===== config.mk =====
export PLATFORM = sky130hd
export DESIGN_NAME = mhkv_queue
export DESIGN_NICKNAME = d
export VERILOG_FILES = /design/src/hw/rtl/assert_macros.svh /design/src/hw/rtl/mhkv_pkg.sv /design/src/hw/rtl/mhkv_queue.sv
export SDC_FILE = /design/constraint.sdc
export NUM_CORES = 1
export LEC_CHECK = 0
export BUFFER_PORTS_ARGS = -buffer_cell sky130_fd_sc_hd__buf_2
export CAP_MARGIN = 20
export CORE_MARGIN = 1.5
export CORE_UTILIZATION = 54
export CTS_BUF_LIST = sky130_fd_sc_hd__clkbuf_8
export DETAILED_ROUTE_END_ITERATION = 10
export GPL_TIMING_DRIVEN = 0
export PLACE_DENSITY = 0.91
export SKIP_LAST_GASP = 1
export SYNTH_ARGS = -nofsm -noshare
export SYNTH_HDL_FRONTEND = slang
export SYNTH_SLANG_ARGS = --single-unit

===== constraint.sdc =====
create_clock -name clk -period 5 [get_ports clk]
set_input_delay 0.5 -clock clk [delete_from_list [all_inputs] [get_ports clk]]
set_output_delay 0.5 -clock clk [all_outputs]
set_load 0.03 [all_outputs]

===== src/hw/rtl/assert_macros.svh =====
// Assertion macros for the RTL files; mhkv_back is the one that includes them.
`ifndef ASSERT_MACROS_SVH
`define ASSERT_MACROS_SVH
`ifndef SYNTH
`define ASSERT_IMPL(label, clk, rst_n, cond, msg) \
	label: assert property (@(posedge clk) disable iff (!rst_n) (cond)) else $error(msg);
`define ASSERT_NEXT(label, clk, rst_n, pre, post, msg) \
	label: assert property (@(posedge clk) disable iff (!rst_n) (pre) |=> (post)) else $error(msg);
`else
`define ASSERT_IMPL(label, clk, rst_n, cond, msg)
`define ASSERT_NEXT(label, clk, rst_n, pre, post, msg)
`endif
`endif


===== src/hw/rtl/mhkv_pkg.sv =====
// Package with constants and types of the hash key-value table.
package mhkv_pkg;
	localparam int NUM_BUCKETS = 16;
	localparam int SLOTS_PER_BUCKET = 8;
	localparam int TOTAL_SLOTS = NUM_BUCKETS * SLOTS_PER_BUCKET;
	localparam int BW = (NUM_BUCKETS > 1) ? $clog2(NUM_BUCKETS) : 1;
	localparam int SW = (SLOTS_PER_BUCKET > 1) ? $clog2(SLOTS_PER_BUCKET) : 1;
	localparam int IW = $clog2(TOTAL_SLOTS + 1);
	localparam int QDEPTH = 2;

	typedef enum logic [1:0] {
		REQ_INSERT = 2'd0,
		REQ_REMOVE = 2'd1,
		REQ_SEARCH = 2'd2,
		REQ_CLEAR = 2'd3
	} req_t;

	typedef enum logic [2:0] {
		ST_INSERTED = 3'd0,
		ST_UPDATED = 3'd1,
		ST_REMOVED = 3'd2,
		ST_FOUND = 3'd3,
		ST_NOT_FOUND = 3'd4,
		ST_BUCKET_FULL = 3'd5,
		ST_CLEARED = 3'd6
	} status_t;

	typedef struct packed {
		req_t req;
		logic [BW-1:0] bucket;
		logic [31:0] key;
		logic [31:0] value;
	} cmd_t;

	typedef struct packed {
		logic full;
		logic empty;
	} qstat_t;
endpackage


===== src/hw/rtl/mhkv_queue.sv =====
// Short command queue between the front and back parts.
module mhkv_queue (
	input logic clk,
	input logic arst_n,
	input logic push,
	input mhkv_pkg::cmd_t din,
	input logic pop,
	output mhkv_pkg::cmd_t dout,
	output mhkv_pkg::qstat_t qstat
);
	mhkv_pkg::cmd_t mem_q [mhkv_pkg::QDEPTH];
	logic wp_q, rp_q;
	logic [1:0] cnt_q;
	assign qstat.full = cnt_q == 2'(mhkv_pkg::QDEPTH);
	assign qstat.empty = cnt_q == 2'd0;
	assign dout = mem_q[rp_q];
	always_ff @(posedge clk) begin
		if (push) mem_q[wp_q] <= din;
	end
	always_ff @(posedge clk or negedge arst_n) begin
		if (!arst_n) begin
			wp_q <= 1'b0;
			rp_q <= 1'b0;
			cnt_q <= 2'd0;
		end else begin
			if (push) wp_q <= !wp_q;
			if (pop) rp_q <= !rp_q;
			cnt_q <= cnt_q + 2'(push) - 2'(pop);
		end
	end
endmodule


==> out/results.tsv <==
stage	metric	value	unit
cells_and_area	share of cells above drive strength 1	62.1	%
detailed_routing	vias	2698	
placed_design	post-place setup slack	2.99	ns
cts	Clock Path Buffers	2	
placed_design	detailed placement HPWL	6.16	mm
placed_design	GPL Wtd Cong	0.663	
worst_setup_path	worst-case reg-to-reg path depth	3	
cts	H-tree levels	4	
worst_setup_path	CP max-delay cell	dfrtp_1	
cts	CTS Root Buffer Type	clkbuf_8	
cells_and_area	Layout area overhead	24.3	%
timing	fin crit share	42.7	%
timing	Setup TNS	0	ns
worst_setup_path	crit-path cells	buf_6 -> buf_12 -> mux2_4 -> buf_2	
cells_and_area	antenna cell count	0	
pwr	Power Total	0.00427	W
cts	Skew-Pair Late Insertion Delay	0.42	ns
worst_setup_path	Critical Path Stages	4	
timing	Final WS setup	2.86	ns
placed_design	post-placement cell count	514	
detailed_routing	number of DRC markers in iteration 0	83	
timing	RSZ-0062 raised after global routing	false	
timing	Slew HR	61.7	%
worst_setup_path	Buffers & Inverters on Critical Path	3	
timing	post-layout minimum cycle time	2.14	ns
floorplan	Core Area	9910	sq um
outcome	status	completed	
floorplan	die area	11000	sq um
worst_hold_path	Hold/Removal Path Class	input pin to register	
yosys	Cell Area, Synth	5600	sq um
timing	Worst Max-Slew Pin Slew	0.573	ns
worst_setup_path	CP startpoint	rp_q$_DFFE_PN0P_	
detailed_routing	DRC viols	0	
timing	setup violators final	0	
global_route	initial antenna violation count	0	
pwr	VDD IR max	0.371	mV
timing	Hold WS	0.258	ns
detailed_routing	wire length per cell	16.3	um
worst_setup_path	CP Launch Type	register	
yosys	synthesized net count	309	
worst_setup_path	reg-to-reg slack, setup	3.28	ns
worst_setup_path	Slowest Stage Delay on Critical Path	0.34	ns
yosys	Synth Register Bits	144	
cts	CTS tree	yes	
worst_setup_path	CP max FO	10	
cells_and_area	area of the multi-input gates	1150	sq um
cells_and_area	Final Non-Filler Cells	547	
global_route	grt ovf	0	
yosys	synthesized area per cell	24.0	sq um
yosys	Unique masters post-synth	13	
worst_setup_path	CP arrival	1.64	ns
global_route	gr usage total	16.6	%
cells_and_area	FF/Latch Area	4300	sq um
timing	fin. max-slew vios	0	
cts	TritonCTS Sinks	144	
detailed_routing	Post-Route WL	8.90	mm
worst_setup_path	CP endpoint	dout[20]	
timing	Peak Freq	468	MHz
floorplan	Initial Util	56.5	%
global_route	first-pass GRT wire length	13.5	mm
cts	postcts setup bufs	0	
worst_setup_path	CP top delay family	buffers and inverters	
worst_setup_path	Critical Path RT	4.50	ns
timing	clock skew	0.00819	ns
worst_setup_path	worst r2r dst	mem_q[0][58]$_DFFE_PP_	
floorplan	Die Wd	105	um
cts	CTS clk-pin slew, worst paths	0.08	ns
worst_setup_path	CP Capture Type	output pin	
floorplan	# rows	36	
yosys	instance count of the mapped netlist	233	
detailed_routing	DRT Pass-1 Iters	4	
pwr	Leak Pwr	2.86	nW
detailed_routing	post-route ant nets	0	
floorplan	Die Y	105	um
yosys	register area share after synthesis	76.9	%
run	Max-Cap Viols	0	
worst_setup_path	Crit Path Class	register to output pin	
worst_setup_path	Reg2Reg Launch Point	wp_q$_DFFE_PN0P_	
cts	cts bufs inserted	17	
floorplan	Ports	146	
pwr	Power Density	613	nW/um^2
cells_and_area	fill count	664	
placed_design	I/O Buffers	145	
yosys	yosys warns	0	
global_route	largest net degree at the start of global routing	53	
cts	Post-CTS Resized	0	
detailed_routing	vias per cell	4.93	
global_route	vias in the first global route	2812	
cells_and_area	nets	477	
timing	final hold violations	0	
[cell families (layout without fill, tap and decap cells)]
| logic type | Yosys count | in the layout | synth area share, % |
|---|---|---|---|
| DFF | 144 | 144 | 76.9 |
| and+or+nand+nor | 4 | 4 | 0.402 |
| muxes | 70 | 70 | 18.7 |
| adders and majority gates | 2 | 2 | 0.447 |
| buffers and inverters | 10 | 191 | 2.84 |
| xor gates and xnor gates | 3 | 3 | 0.737 |
[per-layer routing]
layer  global-route usage [%]  routed length [um]  vias to the layer above
li1                         -                   -                     1260
met1                     18.0                3430                     1335
met2                     29.1                4790                       90
met3                     5.74                 505                       13
met4                     7.83                 169                        0
met5                        0                   0                        -
[final cells by class]
class | count | area share (%)
flip-flops and latches | 144 | 61.8
plain buffers | 8 | 2.17
well taps | 133 | 2.39
clock buffers | 17 | 3.36
repair buffers | 149 | 11.5
clock inverters | 15 | 2.14
multi-input cells | 79 | 16.5
inverters | 2 | 0.108
[report_power, final]
part | switching (W) | leakage [nW] | internal [W]
Combinational | 0.000996 | 1.31 | 0.000758
Clock | 0.000415 | 0.184 | 0.000438
Sequential | 0.0000633 | 1.36 | 0.00160
[cell usage after synthesis (all sizes together)]
master,instances,share of area [%]
edfxtp,140,75
mux2,70,19
buf,8,2.7
dfrtp,4,1.8
ha,2,0.45
inv,2,0.13
nor2b,2,0.22
xor2,2,0.31
and2,1,0.11
nor2,1,0.067
xor3,1,0.42
[worst min path at each step]
stage	end	slack, ns	cells past startpoint	start
5_1_grt	mem_q[0][20]$_DFFE_PP_	0.23	1	din[20]
3_5_place_dp	cnt_q[1]$_DFF_PN0_	0.31	1	arst_n
2_1_floorplan	cnt_q[0]$_DFF_PN0_	0.20	0	arst_n
4_1_cts	mem_q[1][64]$_DFFE_PP_	0.23	1	din[64]
3_3_place_gp	cnt_q[1]$_DFF_PN0_	0.31	1	arst_n
6_report	mem_q[1][49]$_DFFE_PP_	0.26	1	din[49]
[sequential cells by signal, indices dropped and copies added, names as in the netlist]
signal	flops
wp_q	1
cnt_q	2
rp_q	1
mem_q	140
[stage by stage]
step / utilization, % / instance area [sq um]
3_3_place_gp: 65.5 / 6490
2_1_floorplan: - / 5600
6_report: 70.3 / 6960
4_1_cts: 70.3 / 6960
5_1_grt: 70.3 / 6960
3_5_place_dp: 66.3 / 6570
[cell usage in the layout, fill, tap and decap left out]
cell type	count
buf_2	145
edfxtp_1	140
mux2_4	69
clkbuf_8	17
buf_12	9
clkinvlp_4	5
inv_1	4
clkinv_4	4
dfrtp_1	4
xor2_1	2
ha_1	2
bufinv_16	2
xor3_1	1
buf_6	1
nor2b_4	1
mux2_2	1
nor2_1	1
nor2b_1	1
and2_4	1
clkinv_1	1
clkinv_2	1
dlygate4sd3_1	1
buf_16	1
[what timing repair did]
| item | 4_1_cts | 5_1_grt |
|---|---|---|
| endpoints found under the setup margin | 0 | 0 |
| hold buffers | 1 | 0 |
| endpoints found under the hold margin | 4 | 0 |
Power figures use the tool's default switching activity.
